==> config.mk <==
export PLATFORM = sky130hd
export DESIGN_NAME = bbsc_sincos
export DESIGN_NICKNAME = d
export VERILOG_FILES = /design/src/rtl/bbsc_pkg.sv /design/src/rtl/bbsc_sincos.sv
export SDC_FILE = /design/constraint.sdc
export NUM_CORES = 2
export LEC_CHECK = 0
export ABC_AREA = 1
export BUFFER_PORTS_ARGS = -buffer_cell sky130_fd_sc_hd__clkbuf_2
export CAP_MARGIN = 20
export CORE_ASPECT_RATIO = 1.4
export CORE_MARGIN = 1.5
export CORE_UTILIZATION = 55
export CTS_CLUSTER_SIZE = 10
export DETAILED_ROUTE_END_ITERATION = 6
export PLACE_DENSITY = 0.74
export SYNTH_ARGS = -nofsm -noshare
export SYNTH_HDL_FRONTEND = slang
export SYNTH_SLANG_ARGS = --single-unit
==> constraint.sdc <==
create_clock -name clk -period 18.4 [get_ports clk]
set_input_delay 1.84 -clock clk [delete_from_list [all_inputs] [get_ports clk]]
set_output_delay 1.84 -clock clk [all_outputs]
set_load 0.05 [all_outputs]
==> src/rtl/bbsc_pkg.sv <==
package bbsc_pkg;

  localparam int ANGLE_BITS = 16;
  localparam int Q14_ONE    = 16384;
  localparam int Q14_HALF   = 8192;

  // quarter-wave sine polynomial coefficients, Q16
  localparam int SIN_P = 205887;
  localparam int SIN_Q = 84093;
  localparam int SIN_R = 9279;

  localparam int DOT_W  = 31;  // u.e, Q3.28
  localparam int ADOT_W = 16;  // |u.e| rounded to Q14
  localparam int PROD_W = 47;  // half extent times |u.e|
  localparam int RAD_W  = 48;  // projected radius, scale 2^14
  localparam int DS_W   = 49;  // signed projected center distance
  localparam int DIST_W = 48;
  localparam int PEN_W  = 51;  // signed overlap

  typedef logic signed [15:0] q14_t;

  typedef struct packed {
    logic signed [31:0] a_center_x;
    logic signed [31:0] a_center_y;
    logic [30:0]        a_half_x;
    logic [30:0]        a_half_y;
    logic [15:0]        a_angle;
    logic signed [31:0] b_center_x;
    logic signed [31:0] b_center_y;
    logic [30:0]        b_half_x;
    logic [30:0]        b_half_y;
    logic [15:0]        b_angle;
  } item_t;

  typedef struct packed {
    logic               hit;
    logic signed [15:0] normal_x;
    logic signed [15:0] normal_y;
    logic [31:0]        penetration;
    logic signed [31:0] contact_x;
    logic signed [31:0] contact_y;
    logic [1:0]         axis_index;
  } result_t;

  typedef struct packed {
    q14_t c;
    q14_t s;
  } basis_t;

  typedef struct packed {
    q14_t ax;
    q14_t ay;
  } vec_t;

  typedef struct packed {
    vec_t [3:0]         axis;
    logic signed [31:0] acx;
    logic signed [31:0] acy;
    logic signed [31:0] bcx;
    logic signed [31:0] bcy;
  } geo_t;

  typedef struct packed {
    logic signed [PEN_W-1:0] pen;
    logic [RAD_W-1:0]        ra;
    logic [RAD_W-1:0]        rb;
    logic                    pos;
  } cand_t;

  typedef struct packed {
    logic       hit;
    logic [1:0] idx;
    cand_t      best;
  } pick_t;

endpackage

==> src/rtl/bbsc_sincos.sv <==
module bbsc_sincos (
  input  logic            clk,
  input  logic            en,
  input  logic [15:0]     angle,
  output bbsc_pkg::basis_t basis
);
  import bbsc_pkg::*;

  typedef enum logic [1:0] {Q_FIRST, Q_SECOND, Q_THIRD, Q_FOURTH} quad_t;

  function automatic logic [16:0] phase(input logic [15:0] a);
    logic [63:0] p;
    p = 64'(a[ANGLE_BITS-3:0]);
    return 17'((p << 8) >> (ANGLE_BITS - 10));
  endfunction

  function automatic logic [16:0] sq(input logic [16:0] x);
    logic [33:0] p;
    p = 34'(x) * 34'(x);
    return p[32:16];
  endfunction

  function automatic logic [16:0] poly1(input logic [16:0] x2);
    logic [33:0] p;
    p = 34'(SIN_R) * 34'(x2);
    return 17'(SIN_Q) - 17'(p >> 16);
  endfunction

  function automatic logic [17:0] poly2(input logic [16:0] t1, input logic [16:0] x2);
    logic [33:0] p;
    p = 34'(t1) * 34'(x2);
    return 18'(SIN_P) - 18'(p >> 16);
  endfunction

  function automatic q14_t fin(input logic [16:0] x, input logic [17:0] t2);
    logic [34:0] p;
    logic [17:0] t;
    logic [15:0] r;
    p = 35'(x) * 35'(t2);
    t = 18'(p >> 17);
    r = 16'((t + 18'd2) >> 2);
    if (r > 16'(Q14_ONE)) r = 16'(Q14_ONE);
    return $signed(r);
  endfunction

  logic [1:0]  q1, q2, q3;
  logic [16:0] xs1, xc1, xs2, xc2, xs3, xc3;
  logic [16:0] x2s1, x2c1, x2s2, x2c2;
  logic [16:0] t1s2, t1c2;
  logic [17:0] t2s3, t2c3;
  logic [16:0] x_in, xc_in;
  q14_t        sv, cv;

  assign x_in  = phase(angle);
  assign xc_in = 17'(65536) - x_in;

  always_ff @(posedge clk) begin
    if (en) begin
      q1   <= angle[ANGLE_BITS-1 -: 2];
      xs1  <= x_in;
      xc1  <= xc_in;
      x2s1 <= sq(x_in);
      x2c1 <= sq(xc_in);

      q2   <= q1;
      xs2  <= xs1;
      xc2  <= xc1;
      x2s2 <= x2s1;
      x2c2 <= x2c1;
      t1s2 <= poly1(x2s1);
      t1c2 <= poly1(x2c1);

      q3   <= q2;
      xs3  <= xs2;
      xc3  <= xc2;
      t2s3 <= poly2(t1s2, x2s2);
      t2c3 <= poly2(t1c2, x2c2);

      unique case (quad_t'(q3))
        Q_FIRST:  basis <= '{c: cv,  s: sv};
        Q_SECOND: basis <= '{c: -sv, s: cv};
        Q_THIRD:  basis <= '{c: -cv, s: -sv};
        Q_FOURTH: basis <= '{c: sv,  s: -cv};
        default:  basis <= '{c: cv,  s: sv};
      endcase
    end
  end

  assign sv = fin(xs3, t2s3);
  assign cv = fin(xc3, t2c3);

endmodule

==> results.txt <==
First-pass GRT wire length -> 266000 um
Worst r2r src -> xs3[2]$_DFFE_PP_
CP arrival -> 10370 ps
Die Wd -> 299 um
Post-Syn Area per Cell -> 8.25 um2
Slew @ Worst Pin -> 1060 ps
Die area -> 125000 um2
Initial antenna violation count -> 7
Count of routing violations after the opening detailed-route iteration -> 3029
Final setup fails -> 0
Worst Path Buf+Inv -> 11
Ports -> 50
Peak Freq -> 99.6 MHz
Clock network latency to the later pin of the worst-skew pair -> 600 ps
Post-CTS Hold Buffers -> 0
Clock transition at the registers of the reported paths -> 60 ps
Initial Util -> 0.556
Area delta synth->final -> 3.64%
Max stage delay on crit path -> 760 ps
I/O Buffers -> 49
RSZ-0062 raised after global routing -> no
Crit end category -> register
Detailed placement HPWL -> 129000 um
Hold WC Path Type -> reg -> reg
Vias in the first global route -> 55300
Final RePlAce weighted congestion -> 0.957
Core Region -> 121000 um2
Critical-path maximum fanout -> 20
Min-delay src -> xs1[8]$_DFFE_PP_
Ys flop type -> edfxtp_1
Crit path launch type -> input pin
Longest Clk Path Bufs -> 3
Kind of critical path -> in -> reg
Vias per cell -> 5.28
Cell family with most CP delay -> adder cells
Number of flops mapped to enable cells by yosys -> 258
TritonCTS clock tree -> done
Status -> completed
Root buf cell -> clkbuf_16
YS warnings -> 0
Part of the cycle the worst path needs -> 0.546
WL per Instance -> 16.5 um
Final hold viol count -> 0
Cell variety after synth -> 60
Worst clock skew -> 47.0 ps
Relative slew slack -> 0.283
Max Cap Viol -> 0
Setup Buffers After CTS -> 0
WP data required -> 18730 ps
Overflow after GRT -> 0
Crit path max-delay cell type -> nor4_1
Row count -> 151
Fin crit period -> 10040 ps
Leading cell types in the layout, fill and taps excluded -> inv_1 (2300), nand2_1 (2014), fa_1 (1230)
Sum Neg Setup Slack -> 0 ps
Drc violations -> 0
Synthesized instance count -> 8172
Commonest non-fill, non-tap cell in the layout -> inv_1
Share of layout cells above drive strength 1 -> 0.0279
Vias -> 50900
Synth Register Bits -> 258
CP most frequent cell -> inv_1
Syn Std Cell Area -> 67400 um2
Pre-CTS setup slack -> 7820 ps
Max Slew Vio Count -> 0
Sink Count -> 258
Async SR Flop Fraction -> 0
Worst hold slack -> 406 ps
Final worst slack -> 8360 ps
Die Y -> 417 um
Largest net degree at the start of global routing -> 116
Crit path from -> angle[0]
Pre-antenna DRT Iters -> 6
Register area share after synthesis -> 0.115
Cts repair resizes -> 0
ANT nets after route -> 0
Layout Nets -> 10100
H-tree Lvls -> 2
Total track usage -> 0.264
DRT Wirelength -> 159000 um
CTS Buf Count -> 36
## cells in the mapped netlist, drive strengths merged, types with 7 or more instances
master | n | area share
a21o | 20 | 0.0022
a21oi | 204 | 0.015
a31oi | 8 | 0.00074
buf | 14 | 0.0013
clkbuf | 257 | 0.014
edfxtp | 258 | 0.11
fa | 1230 | 0.37
ha | 835 | 0.15
inv | 2323 | 0.13
nand2 | 2040 | 0.11
nand3 | 210 | 0.016
nand3b | 17 | 0.0021
nand4 | 60 | 0.0056
nor2 | 290 | 0.018
nor3 | 35 | 0.0028
nor4 | 8 | 0.00074
o2111ai | 8 | 0.0010
o211ai | 7 | 0.00078
o21ai | 83 | 0.0062
o21bai | 18 | 0.0020
o31ai | 7 | 0.00085
or2 | 10 | 0.00093
xnor2 | 79 | 0.010
xor2 | 98 | 0.013
## area by class of cell
class	count	area, um2
clock buffer	40	916
timing repair buffer	65	375
fill	10800	51400
clock inverter	14	171
multi-input combinational	5322	49900
tap	1606	2010
inverter	2329	8750
antenna	3	7.51
sequential	258	7750
## layer usage
metal	vias to the layer above	GRT usage	wire length, um
met5	-	0	90
met4	14	0.110	7250
met3	513	0.0344	9620
met2	1667	0.491	83100
met1	25000	0.303	58500
li1	23700	-	-
## sequential cells by signal (all words and copies together) (netlist names)
register / count
x2s2: 16
x2c2: 17
xs3: 14
xs2: 14
xc2: 14
x2s1: 16
x2c1: 17
xc1: 14
basis: 32
q3: 2
xc3: 14
q1: 2
t2c3: 18
t2s3: 18
t1c2: 17
t1s2: 17
xs1: 14
q2: 2
## cells by family after synthesis
kind of cell	Yosys count	synth area share
compound gates	392	0.0342
xor+xnor	177	0.0232
fa+ha+maj	2065	0.520
buf+inv	2600	0.145
flops	258	0.115
other cells	2	0.000111
simple gates	2678	0.162
## stage by stage
step           std cells  utilization  area, um2
6_report            9637        0.576      69900
5_1_grt             9634        0.576      69900
4_1_cts             9634        0.576      69900
3_5_place_dp        9580        0.567      68800
3_3_place_gp        9580        0.567      68800
2_1_floorplan       8180            -      67400
## worst register-to-register path: cells and delay by family (launching register included)
kind | cells | cell delay (ps)
adders and majority gates | 9 | 3930
and+or+nand+nor | 18 | 2070
buffers and inverters | 10 | 990
DFF | 1 | 790
xor gates and xnor gates | 2 | 730
AOI/OAI and AO/OA | 1 | 60
## worst paths after layout
| kind | to | slack, ps | cells after the start |
|---|---|---|---|
| min reg2reg | xs2[8]$_DFFE_PP_ | 410 | 0 |
| max reg2reg | basis[12]$_DFFE_PP_ | 9600 | 40 |
| max | x2c1[14]$_DFFE_PP_ | 8360 | 36 |
| min | xs2[8]$_DFFE_PP_ | 410 | 0 |
Power is not shown: default switching activity piles up to over one toggle a cycle in this logic, so the estimate is an artifact.
