`src/rtl/bbsc_pkg.sv`:
```
package bbsc_pkg;

  localparam int ANGLE_BITS = 16;
  localparam int Q14_ONE    = 16384;
  localparam int Q14_HALF   = 8192;

  // quarter-wave sine polynomial coefficients, Q16
  localparam int SIN_P = 205887;
  localparam int SIN_Q = 84093;
  localparam int SIN_R = 9279;

  localparam int DOT_W  = 31;  // u.e, Q3.28
  localparam int ADOT_W = 16;  // |u.e| rounded to Q14
  localparam int PROD_W = 47;  // half extent times |u.e|
  localparam int RAD_W  = 48;  // projected radius, scale 2^14
  localparam int DS_W   = 49;  // signed projected center distance
  localparam int DIST_W = 48;
  localparam int PEN_W  = 51;  // signed overlap

  typedef logic signed [15:0] q14_t;

  typedef struct packed {
    logic signed [31:0] a_center_x;
    logic signed [31:0] a_center_y;
    logic [30:0]        a_half_x;
    logic [30:0]        a_half_y;
    logic [15:0]        a_angle;
    logic signed [31:0] b_center_x;
    logic signed [31:0] b_center_y;
    logic [30:0]        b_half_x;
    logic [30:0]        b_half_y;
    logic [15:0]        b_angle;
  } item_t;

  typedef struct packed {
    logic               hit;
    logic signed [15:0] normal_x;
    logic signed [15:0] normal_y;
    logic [31:0]        penetration;
    logic signed [31:0] contact_x;
    logic signed [31:0] contact_y;
    logic [1:0]         axis_index;
  } result_t;

  typedef struct packed {
    q14_t c;
    q14_t s;
  } basis_t;

  typedef struct packed {
    q14_t ax;
    q14_t ay;
  } vec_t;

  typedef struct packed {
    vec_t [3:0]         axis;
    logic signed [31:0] acx;
    logic signed [31:0] acy;
    logic signed [31:0] bcx;
    logic signed [31:0] bcy;
  } geo_t;

  typedef struct packed {
    logic signed [PEN_W-1:0] pen;
    logic [RAD_W-1:0]        ra;
    logic [RAD_W-1:0]        rb;
    logic                    pos;
  } cand_t;

  typedef struct packed {
    logic       hit;
    logic [1:0] idx;
    cand_t      best;
  } pick_t;

endpackage

```
`src/rtl/bbsc_contact.sv`:
```
module bbsc_contact (
  input  logic              clk,
  input  logic              en,
  input  bbsc_pkg::pick_t   pick,
  input  bbsc_pkg::geo_t    geo,
  output bbsc_pkg::result_t res
);
  import bbsc_pkg::*;

  function automatic logic signed [31:0] mid(input logic signed [32:0] sum,
                                             input logic signed [50:0] m);
    logic signed [52:0] v;
    logic signed [37:0] sh;
    v  = (53'(sum) <<< 14) + 53'(m) + 53'(Q14_ONE);
    sh = 38'(v >>> 15);
    if (sh > 38'sd2147483647) return 32'sh7fffffff;
    else if (sh < -38'sd2147483648) return 32'sh80000000;
    else return sh[31:0];
  endfunction

  vec_t                   u, n;
  logic [33:0]            ra16, rb16;
  logic signed [34:0]     diff;
  logic [PEN_W-1:0]       pen_r;
  logic [PEN_W-15:0]      pen_q;

  logic                   hit10;
  logic [1:0]             idx10;
  vec_t                   n10;
  logic signed [50:0]     mx10, my10;
  logic signed [32:0]     sx10, sy10;
  logic [31:0]            pen10;

  assign u    = geo.axis[pick.idx];
  assign n    = pick.best.pos ? u : '{ax: -u.ax, ay: -u.ay};
  assign ra16 = 34'((pick.best.ra + RAD_W'(Q14_HALF)) >> 14);
  assign rb16 = 34'((pick.best.rb + RAD_W'(Q14_HALF)) >> 14);
  assign diff = $signed({1'b0, ra16}) - $signed({1'b0, rb16});
  assign pen_r = PEN_W'(pick.best.pen) + PEN_W'(Q14_HALF);
  assign pen_q = pen_r[PEN_W-1:14];

  always_ff @(posedge clk) begin
    if (en) begin
      hit10 <= pick.hit;
      idx10 <= pick.idx;
      n10   <= n;
      mx10  <= diff * $signed(n.ax);
      my10  <= diff * $signed(n.ay);
      sx10  <= 33'(geo.acx) + 33'(geo.bcx);
      sy10  <= 33'(geo.acy) + 33'(geo.bcy);
      pen10 <= (|pen_q[PEN_W-15:32]) ? 32'hffffffff : pen_q[31:0];

      if (hit10) begin
        res.hit         <= 1'b1;
        res.normal_x    <= n10.ax;
        res.normal_y    <= n10.ay;
        res.penetration <= pen10;
        res.contact_x   <= mid(sx10, mx10);
        res.contact_y   <= mid(sy10, my10);
        res.axis_index  <= idx10;
      end else begin
        res <= '0;
      end
    end
  end

endmodule

```
`config.mk`:
```
export PLATFORM = sky130hd
export DESIGN_NAME = bbsc_contact
export DESIGN_NICKNAME = d
export VERILOG_FILES = /design/src/rtl/bbsc_pkg.sv /design/src/rtl/bbsc_contact.sv
export SDC_FILE = /design/constraint.sdc
export NUM_CORES = 2
export LEC_CHECK = 0
export CORE_UTILIZATION = 45
export CTS_CLUSTER_SIZE = 10
export DETAILED_ROUTE_END_ITERATION = 12
export DONT_BUFFER_PORTS = 1
export PLACE_DENSITY = 0.65
export SLEW_MARGIN = 20
export SYNTH_ARGS = -nofsm -noshare
export SYNTH_HDL_FRONTEND = slang
export SYNTH_SLANG_ARGS = --single-unit
```
`constraint.sdc`:
```
create_clock -name clk -period 13.9 [get_ports clk]
set_clock_uncertainty 0.2 [all_clocks]
set_input_delay 2.78 -clock clk [delete_from_list [all_inputs] [get_ports clk]]
set_output_delay 2.78 -clock clk [all_outputs]
set_load 0.005 [all_outputs]
```
==> out/metrics.csv <==
stage,metric,value,unit
status,outcome,"complete, but fails checks",
status,violations,design-rule violations,
cts,insertion_delay,0.63,ns
cts,cts_tree,done,
placed_design,port_buffers,0,
synth,synth_flop_cell,edfxtp_1,
synth,ys_warn_count,0,
layout,multi_input_comb_area,0.04506,mm²
setup_path,arrival,13.19,ns
layout,drive_gt1_share,5.206,%
placed_design,dp_hpwl,137600,µm
layout,layout_commonest_cell,inv_1,
global_route,grt_pass1_vias,48050,
global_route,grt_use_total,25.80,%
floorplanning,io_pins,540,
routing,drc,33,
sta,fin_setup_tns,0,ns
routing,dr.pass1.iters,10,
cts,cts-resized-gates,0,
setup_path,cp-end-kind,flop,
floorplanning,die_w,369.6,µm
setup_path,cp_common_cell,fa_1,
hold_path,hold_path_class,flop to flop,
synth,syn_nets,8495,
cts,numCtsBuffers,45,
sta,fin_crit_sh,93.93,%
layout,nets,8460,
routing,wl_per_cell,20.77,µm
cts,cts-htree-levels,2,
routing,drtIter0Drc,3454,
floorplanning,dieArea,0.1366,mm²
synth,synth_cell_types,87,
layout,regArea,0.01015,mm²
layout,fill_cells,12560,
floorplanning,initial_core_util,45.46,%
placed_design,gp_congestion,0.9620,
routing,vias,45620,
cts,numClockSinks,338,
sta,finalSetupViolations,0,
layout,antennaDiodeCount,0,
floorplanning,die_height,369.6,µm
routing,final_antenna_net_count,0,
routing,vias_per_cell,5.497,
synth,yosysSeqAreaShare,16.69,%
setup_path,start_kind,input pin,
floorplanning,num_rows,134,
cts,cts_hold_buf,0,
cts,cts_root_buffer,clkbuf_16,
global_route,grt_first_pass_wirelength,271800,µm
sta,fmax,76.59,MHz
global_route,grt_max_degree,339,
routing,wl,172400,µm
setup_path,critical-path-slowest-cell,fa_1,
floorplanning,core-area,0.1338,mm²
synth,syn-cell-area,0.06082,mm²
cts,postCtsSetupBuffers,0,
setup_path,cp_top_family,adder cells,
setup_path,crit_buf_inv,4,
synth,synth_edf_count,338,
synth,postSynthCellCount,6544,
setup_path,worstSetupPathType,input pin to flop,
synth,synthArstFlopShare,0,%
sta,grt_setup_unrepaired,false,
sta,timing.final.hold_violations,0,
flow_run,max-cap-violations,0,
sta,drv_slew,0,
synth,synth_area_per_cell,9.294,µm²
cts,cts.clk_slew.worst_paths,0.05,ns
sta,max_slew_margin,25.22,%
layout,layout_common_cells,"inv_1, fa_1, nand2_1",
layout,syn2layout_area_growth,6.651,%
global_route,antenna_found_initial,3,
sta,min_period,13.06,ns
setup_path,crit_fanout,10,
cts,clk_path_buf_depth,3,
setup_path,cpPeakStageDelay,0.55,ns
setup_path,required,14.04,ns
sta,tightestPinTransition,1.116,ns
global_route,globalRouteOverflowTotal,0,
synth,ys_seq_elements,338,
==> registers in the layout, summed over array words and instances (netlist names) <==
name and cells:
hit10 1, idx10 2, mx10 37, my10 37
n10 32, pen10 32, res 131, sx10 33
sy10 33
==> final timing paths <==
path	start	end	slack, ns	depth (start not counted)
hold reg to reg	pen10[4]$_SDFFCE_PP1P_	res[70]$_SDFFCE_PN0P_	0.32	1
setup reg to reg	my10[15]$_DFFE_PP_	res[21]$_SDFFCE_PN0P_	8.57	16
hold / removal	pen10[4]$_SDFFCE_PP1P_	res[70]$_SDFFCE_PN0P_	0.32	1
setup / recovery	pick[62]	mx10[45]$_DFFE_PP_	0.84	39
==> logic make-up after synthesis <==
family          after synthesis  share of synthesized area [%]
xor+xnor                    373                          5.446
fa+ha+maj                  1542                          44.80
buf+inv                    1540                          9.610
compound gates              789                          8.365
simple gates               1919                          13.73
mux                          43                          1.370
flops                       338                          16.69
==> stage by stage <==
| step | instance area, µm² | hold slack, ns | setup WS [ns] | std cells | util, % |
|---|---|---|---|---|---|
| global route | 64860 | 0.3351 | 0.2030 | 8299 | 48.48 |
| detailed placement | 63510 | 0.3091 | 0.2929 | 8229 | 47.47 |
| floorplan | 60820 | 0.3026 | 1.436 | 6544 | - |
| finish | 64860 | 0.3195 | 0.8440 | 8299 | 48.48 |
| global placement | 63510 | 0.3034 | 0.4131 | 8229 | 47.47 |
| CTS | 64840 | 0.3201 | 0.9412 | 8298 | 48.47 |
==> cell usage after synthesis (6+ instances only) <==
cell / number / area, µm²
a211oi_1: 29 / 217.7
a31o_2: 7 / 61.31
o21bai_1: 25 / 187.7
nand3_1: 85 / 425.4
o211ai_1: 22 / 165.2
inv_2: 14 / 52.55
mux2i_1: 9 / 90.09
or2_2: 13 / 81.33
ha_1: 483 / 6043
nor3_1: 57 / 285.3
and4_1: 16 / 140.1
nand2_1: 841 / 3157
nand4_1: 50 / 312.8
buf_2: 30 / 150.1
a21oi_1: 245 / 1226
fa_1: 1059 / 21200
nor2_1: 585 / 2196
o21a_1: 31 / 232.7
or3_1: 8 / 50.05
edfxtp_1: 338 / 10150
nor4_1: 8 / 50.05
xnor2_2: 6 / 97.59
o21ai_0: 104 / 520.5
and2_1: 93 / 581.8
a21boi_1: 6 / 45.04
o21ai_1: 49 / 245.2
o31ai_1: 14 / 105.1
a31oi_1: 32 / 200.2
inv_1: 1278 / 4797
clkinv_1: 8 / 30.03
xor2_1: 153 / 1340
xnor2_1: 214 / 1874
clkbuf_1: 199 / 747.0
nand2b_1: 52 / 325.3
mux4_2: 30 / 675.7
a21o_1: 145 / 1089
buf_1: 6 / 22.52
and3_1: 43 / 269.0
nor2b_1: 48 / 300.3
==> final cells by class <==
type | count | area share, %
Inverter | 1300 | 7.523
Sequential cell | 338 | 15.65
Timing Repair Buffer | 158 | 1.892
Multi-Input combinational cell | 4666 | 69.48
Clock inverter | 19 | 0.2855
Tap cell | 1768 | 3.410
Clock buffer | 50 | 1.765
==> layer usage <==
layer | vias to the layer above | GRT usage [%] | share of wire, %
met5 | - | 0 | 0
met4 | 0 | 11.04 | 4.8
met3 | 377 | 5.198 | 8.8
met2 | 1893 | 42.46 | 47
met1 | 22890 | 32.97 | 40
li1 | 20460 | - | -
Power is not shown: default switching activity piles up to over one toggle a cycle in this logic, so the estimate is an artifact.
