[src/rtl/bbsc_pkg.sv]
package bbsc_pkg;

  localparam int ANGLE_BITS = 16;
  localparam int Q14_ONE    = 16384;
  localparam int Q14_HALF   = 8192;

  // quarter-wave sine polynomial coefficients, Q16
  localparam int SIN_P = 205887;
  localparam int SIN_Q = 84093;
  localparam int SIN_R = 9279;

  localparam int DOT_W  = 31;  // u.e, Q3.28
  localparam int ADOT_W = 16;  // |u.e| rounded to Q14
  localparam int PROD_W = 47;  // half extent times |u.e|
  localparam int RAD_W  = 48;  // projected radius, scale 2^14
  localparam int DS_W   = 49;  // signed projected center distance
  localparam int DIST_W = 48;
  localparam int PEN_W  = 51;  // signed overlap

  typedef logic signed [15:0] q14_t;

  typedef struct packed {
    logic signed [31:0] a_center_x;
    logic signed [31:0] a_center_y;
    logic [30:0]        a_half_x;
    logic [30:0]        a_half_y;
    logic [15:0]        a_angle;
    logic signed [31:0] b_center_x;
    logic signed [31:0] b_center_y;
    logic [30:0]        b_half_x;
    logic [30:0]        b_half_y;
    logic [15:0]        b_angle;
  } item_t;

  typedef struct packed {
    logic               hit;
    logic signed [15:0] normal_x;
    logic signed [15:0] normal_y;
    logic [31:0]        penetration;
    logic signed [31:0] contact_x;
    logic signed [31:0] contact_y;
    logic [1:0]         axis_index;
  } result_t;

  typedef struct packed {
    q14_t c;
    q14_t s;
  } basis_t;

  typedef struct packed {
    q14_t ax;
    q14_t ay;
  } vec_t;

  typedef struct packed {
    vec_t [3:0]         axis;
    logic signed [31:0] acx;
    logic signed [31:0] acy;
    logic signed [31:0] bcx;
    logic signed [31:0] bcy;
  } geo_t;

  typedef struct packed {
    logic signed [PEN_W-1:0] pen;
    logic [RAD_W-1:0]        ra;
    logic [RAD_W-1:0]        rb;
    logic                    pos;
  } cand_t;

  typedef struct packed {
    logic       hit;
    logic [1:0] idx;
    cand_t      best;
  } pick_t;

endpackage

[src/rtl/bbsc_select.sv]
module bbsc_select (
  input  logic                  clk,
  input  logic                  en,
  input  logic [15:0]           eps,
  input  bbsc_pkg::cand_t [3:0] cand,
  input  bbsc_pkg::geo_t        gi,
  output bbsc_pkg::pick_t       pick,
  output bbsc_pkg::geo_t        go
);
  import bbsc_pkg::*;

  // later axis wins only when smaller by more than the tie margin
  function automatic logic better(input logic signed [PEN_W-1:0] pen,
                                  input logic signed [PEN_W-1:0] best,
                                  input logic [15:0] e);
    logic signed [PEN_W:0] lim;
    lim = $signed((PEN_W+1)'(best)) - $signed((PEN_W+1)'({e, 14'd0}));
    return $signed((PEN_W+1)'(pen)) < lim;
  endfunction

  pick_t pick8, p9a, p9b;
  cand_t c2_8, c3_8;
  geo_t  geo8;

  always_comb begin
    p9a = pick8;
    if (better(c2_8.pen, pick8.best.pen, eps)) begin
      p9a.best = c2_8;
      p9a.idx  = 2'd2;
    end
    p9b = p9a;
    if (better(c3_8.pen, p9a.best.pen, eps)) begin
      p9b.best = c3_8;
      p9b.idx  = 2'd3;
    end
    p9b.hit = pick8.hit && (c2_8.pen > 0) && (c3_8.pen > 0);
  end

  always_ff @(posedge clk) begin
    if (en) begin
      pick8.hit <= (cand[0].pen > 0) && (cand[1].pen > 0);
      if (better(cand[1].pen, cand[0].pen, eps)) begin
        pick8.best <= cand[1];
        pick8.idx  <= 2'd1;
      end else begin
        pick8.best <= cand[0];
        pick8.idx  <= 2'd0;
      end
      c2_8 <= cand[2];
      c3_8 <= cand[3];
      geo8 <= gi;

      pick <= p9b;
      go   <= geo8;
    end
  end

endmodule

[config.mk]
export PLATFORM = sky130hd
export DESIGN_NAME = bbsc_select
export DESIGN_NICKNAME = d
export VERILOG_FILES = /design/src/rtl/bbsc_pkg.sv /design/src/rtl/bbsc_select.sv
export SDC_FILE = /design/constraint.sdc
export NUM_CORES = 1
export LEC_CHECK = 0
export BUFFER_PORTS_ARGS = -buffer_cell sky130_fd_sc_hd__buf_2
export CAP_MARGIN = 20
export CELL_PAD_IN_SITES_DETAIL_PLACEMENT = 0
export CELL_PAD_IN_SITES_GLOBAL_PLACEMENT = 2
export CORE_AREA = 2 2 494 496
export DETAILED_ROUTE_END_ITERATION = 8
export DIE_AREA = 0 0 496 498
export PLACE_DENSITY_LB_ADDON = 0.1
export SETUP_SLACK_MARGIN = 0.5
export SKIP_CTS_REPAIR_TIMING = 1
export SLEW_MARGIN = 20
export SYNTH_ARGS = -nofsm -noshare
export SYNTH_HDL_FRONTEND = slang
export SYNTH_SLANG_ARGS = --single-unit
[constraint.sdc]
create_clock -name clk -period 11.65 [get_ports clk]
set_input_delay 1.7475 -clock clk [delete_from_list [all_inputs] [get_ports clk]]
set_output_delay 1.7475 -clock clk [all_outputs]
set_load 0.005 [all_outputs]
==> impl_metrics.env <==
export IMPL_placement_io_buffers=1272
export IMPL_power_total_w=0.01284
export IMPL_tightest_slew_ns=1.074
export IMPL_dieArea_sq_um=247000
export IMPL_critical_path_arrival_ns=11.85
export IMPL_vias=30088
export IMPL_p_per_area_nw_per_um2=200.0
export IMPL_min_period_over_period_pct=97.18
export IMPL_critPathTopFamily="compound AO/OA/AOI/OAI gates"
export IMPL_grt_max_degree=161
export IMPL_synth_fa_ha_area_share_pct=5.524
export IMPL_dp_hpwl_mm=174.4
export IMPL_cts_max_level=4
export IMPL_drc_errors=0
export IMPL_start_util_pct=19.27
export IMPL_synth_xor_area_share_pct=2.088
export IMPL_layout_drive_gt1_share_pct=49.09
export IMPL_maxSlewHeadroom_pct=27.78
export IMPL_grt_usage_pct=16.85
export IMPL_antenna_found_initial=230
export IMPL_cts_tree="done"
export IMPL_syn_to_final_growth_pct=37.75
export IMPL_fillers=25112
export IMPL_peakVddDrop_mv=0.1013
export IMPL_startpoint_type="input port"
export IMPL_cts_sinks=1109
export IMPL_vias_per_cell=3.922
export IMPL_slowest_delay_ns=0.50
export IMPL_synth_compound_area_share_pct=3.487
export IMPL_critPathSlowestCell="or3b_4"
export IMPL_cp_max_fo=8
export IMPL_synth_top_flop_cell="edfxtp_1"
export IMPL_rsz0062_at_grt="true"
export IMPL_avgSynthCellArea_sq_um=17.09
export IMPL_synth_seq_cells=1109
export IMPL_synth_cell_types=64
export IMPL_grt_pass1_wl_mm=280.5
export IMPL_post_drt_wl_per_cell_um=28.24
export IMPL_endpoint_kind="flop"
export IMPL_synth_fp_nets=3797
export IMPL_synth_cells=2727
export IMPL_synthArstFlopShare_pct=0
export IMPL_die_y_um=498
export IMPL_setup_slack_ns=0.3283
export IMPL_drt_iter0_markers=1589
export IMPL_max_clock_freq_mhz=88.33
export IMPL_p_leak_nw=25.32
export IMPL_dp_slack_ns=-1.545
export IMPL_coreArea_sq_um=241900
export IMPL_io_pins=1273
export IMPL_tns_ns=0
export IMPL_clock_latency_ns=0.82
export IMPL_cts_root_buffer="clkbuf_16"
export IMPL_crit_path_frequent_cell="a21o_1"
export IMPL_routed_wl_mm=216.7
export IMPL_grt_pass1_vias=31349
export IMPL_synth_warnings=0
export IMPL_clk_pin_slew_worst_paths_ns=0.06
export IMPL_fin_area_sq_um=64210
export IMPL_synth_top_family_by_area="multiplexers"
export IMPL_netlist_area_sq_um=46610
export IMPL_overflow=0
export IMPL_cp_required_ns=12.18
export IMPL_synth_area_leaders="edfxtp_1 71%, mux2_2 7.6%, ha_1 5.4%"
export IMPL_yosysSeqAreaShare_pct=71.45
export IMPL_worst_path_buf_inv=7
export IMPL_cts_buffers=143
export IMPL_criticalPathCategory="in -> reg"
export IMPL_globalplace_congestion=0.7869
export IMPL_die_w_um=496
export IMPL_status="finished clean"
export IMPL_fin_nets=5382
export IMPL_ant_nets=0
export IMPL_synth_top_area_share_pct=71.45
export IMPL_stdcell_count=7672
export IMPL_placed_cell_area_sq_um=58570
export IMPL_dp_cells=7342
export IMPL_hold_path_class="reg -> reg"
export IMPL_synth_top_cell_by_area="edfxtp_1"
export IMPL_fin_worst_skew_ns=0.07473
export IMPL_drtPass1Iterations=5
export IMPL_synth_simple_area_share_pct=4.939
export IMPL_muxShareOfSynthArea_pct=10.98
export IMPL_setup_viol=0
export IMPL_rows=181
export IMPL_period_needed_ns=11.32
export IMPL_slew_violations=0
export IMPL_clockBufferDepth=3
export IMPL_max_cap_viol_count=0
export IMPL_synth_edff_count=1109
export IMPL_hold_viol=0
[power breakdown]
group          leakage [nW]  internal [W]  total, W  switching (W)
Sequential             10.9       0.00496   0.00519       0.000234
Clock                  2.22       0.00250   0.00436        0.00186
Combinational          12.2       0.00162   0.00328        0.00167
[area by class of cell]
class,instances,area (sq um),area share [%]
Sequential cell,1109,33300,51.87
Clock buffer,178,3731,5.811
Inverter,90,341.6,0.5320
Clock inverter,82,907.1,1.413
Tap cell,3202,4006,6.240
Timing Repair Buffer,1505,8630,13.44
Multi-Input combinational cell,1463,13180,20.53
Antenna cell,43,107.6,0.1676
[sequential cells by signal, indices dropped and copies added (netlist names)]
signal	cells
pick8	149
c2_8	148
c3_8	148
pick	151
go	256
p9a	1
geo8	256
[cells in the mapped netlist (4+ instances only)]
| cell type | count |
|---|---|
| a211oi_1 | 5 |
| a21boi_0 | 5 |
| a21o_1 | 35 |
| a21oi_1 | 106 |
| a221oi_1 | 5 |
| a31oi_1 | 6 |
| and3_1 | 5 |
| and4_1 | 4 |
| buf_1 | 8 |
| buf_2 | 10 |
| buf_8 | 8 |
| clkbuf_1 | 35 |
| edfxtp_1 | 1109 |
| ha_1 | 201 |
| inv_1 | 90 |
| mux2_2 | 315 |
| mux2_4 | 76 |
| mux2i_1 | 43 |
| nand2_1 | 110 |
| nand2b_1 | 25 |
| nand3_1 | 32 |
| nand4_1 | 33 |
| nor2_1 | 73 |
| nor2b_1 | 20 |
| nor3_1 | 40 |
| nor4_1 | 57 |
| o211ai_1 | 5 |
| o21a_1 | 6 |
| o21ai_0 | 60 |
| o21bai_1 | 5 |
| o31ai_1 | 5 |
| or2_2 | 6 |
| or3_1 | 23 |
| or4_1 | 9 |
| xnor2_1 | 70 |
| xor2_1 | 38 |
[stage by stage]
step | utilization, % | hold slack [ns]
2_1_floorplan | - | 0.4003
3_3_place_gp | 24.22 | 0.4004
3_5_place_dp | 24.22 | 0.4045
4_1_cts | 26.13 | 0.3731
5_1_grt | 26.51 | 0.3989
6_report | 26.55 | 0.3778
[kinds of logic after synthesis]
logic type / count (synthesis)
and+or+nand+nor: 449
AOI/OAI and AO/OA: 266
DFF: 1109
xor gates and xnor gates: 109
buffers and inverters: 156
adders and majority gates: 204
muxes: 434
[worst paths after layout]
path                            slack (ns)  cells after the start       end       start
worst max-delay path                  0.33                     52  pick[92]      eps[1]
worst min-delay path                  0.38                      0    go[27]    geo8[27]
worst min register to register        0.38                      0    go[27]    geo8[27]
worst max register to register        0.89                     52  pick[92]  pick8[111]
[placed cells by master, fill, tap and decap left out, types with 10 or more instances in the layout]
master        n
nor3_1       34
o21ai_0      45
ha_4         10
clkinv_1     38
buf_12       18
buf_6        13
xor2_1       38
or3_1        20
ha_1        189
diode_2      43
clkinv_2     14
nand3_1      32
xnor2_1      68
nand2b_1     24
mux2_2      296
clkinv_16    11
nand2_1     108
nand4_1      33
a21oi_1      95
a21oi_2      12
a21o_1       35
nor4_1       52
clkbuf_1     34
clkbuf_16   151
edfxtp_1   1109
buf_4       187
nor2_1       68
inv_1        89
mux2i_1      37
buf_2      1270
nor2b_1      19
mux2_4       95
[per-layer routing]
layer	GRT usage [%]	vias up	wire length, um
met2	30.25	1178	110700
met4	3.562	134	5197
li1	-	13889	-
met5	0	-	833
met1	18.69	14387	81710
met3	6.429	500	18220
No activity file was read; power rests on OpenSTA's default activity.
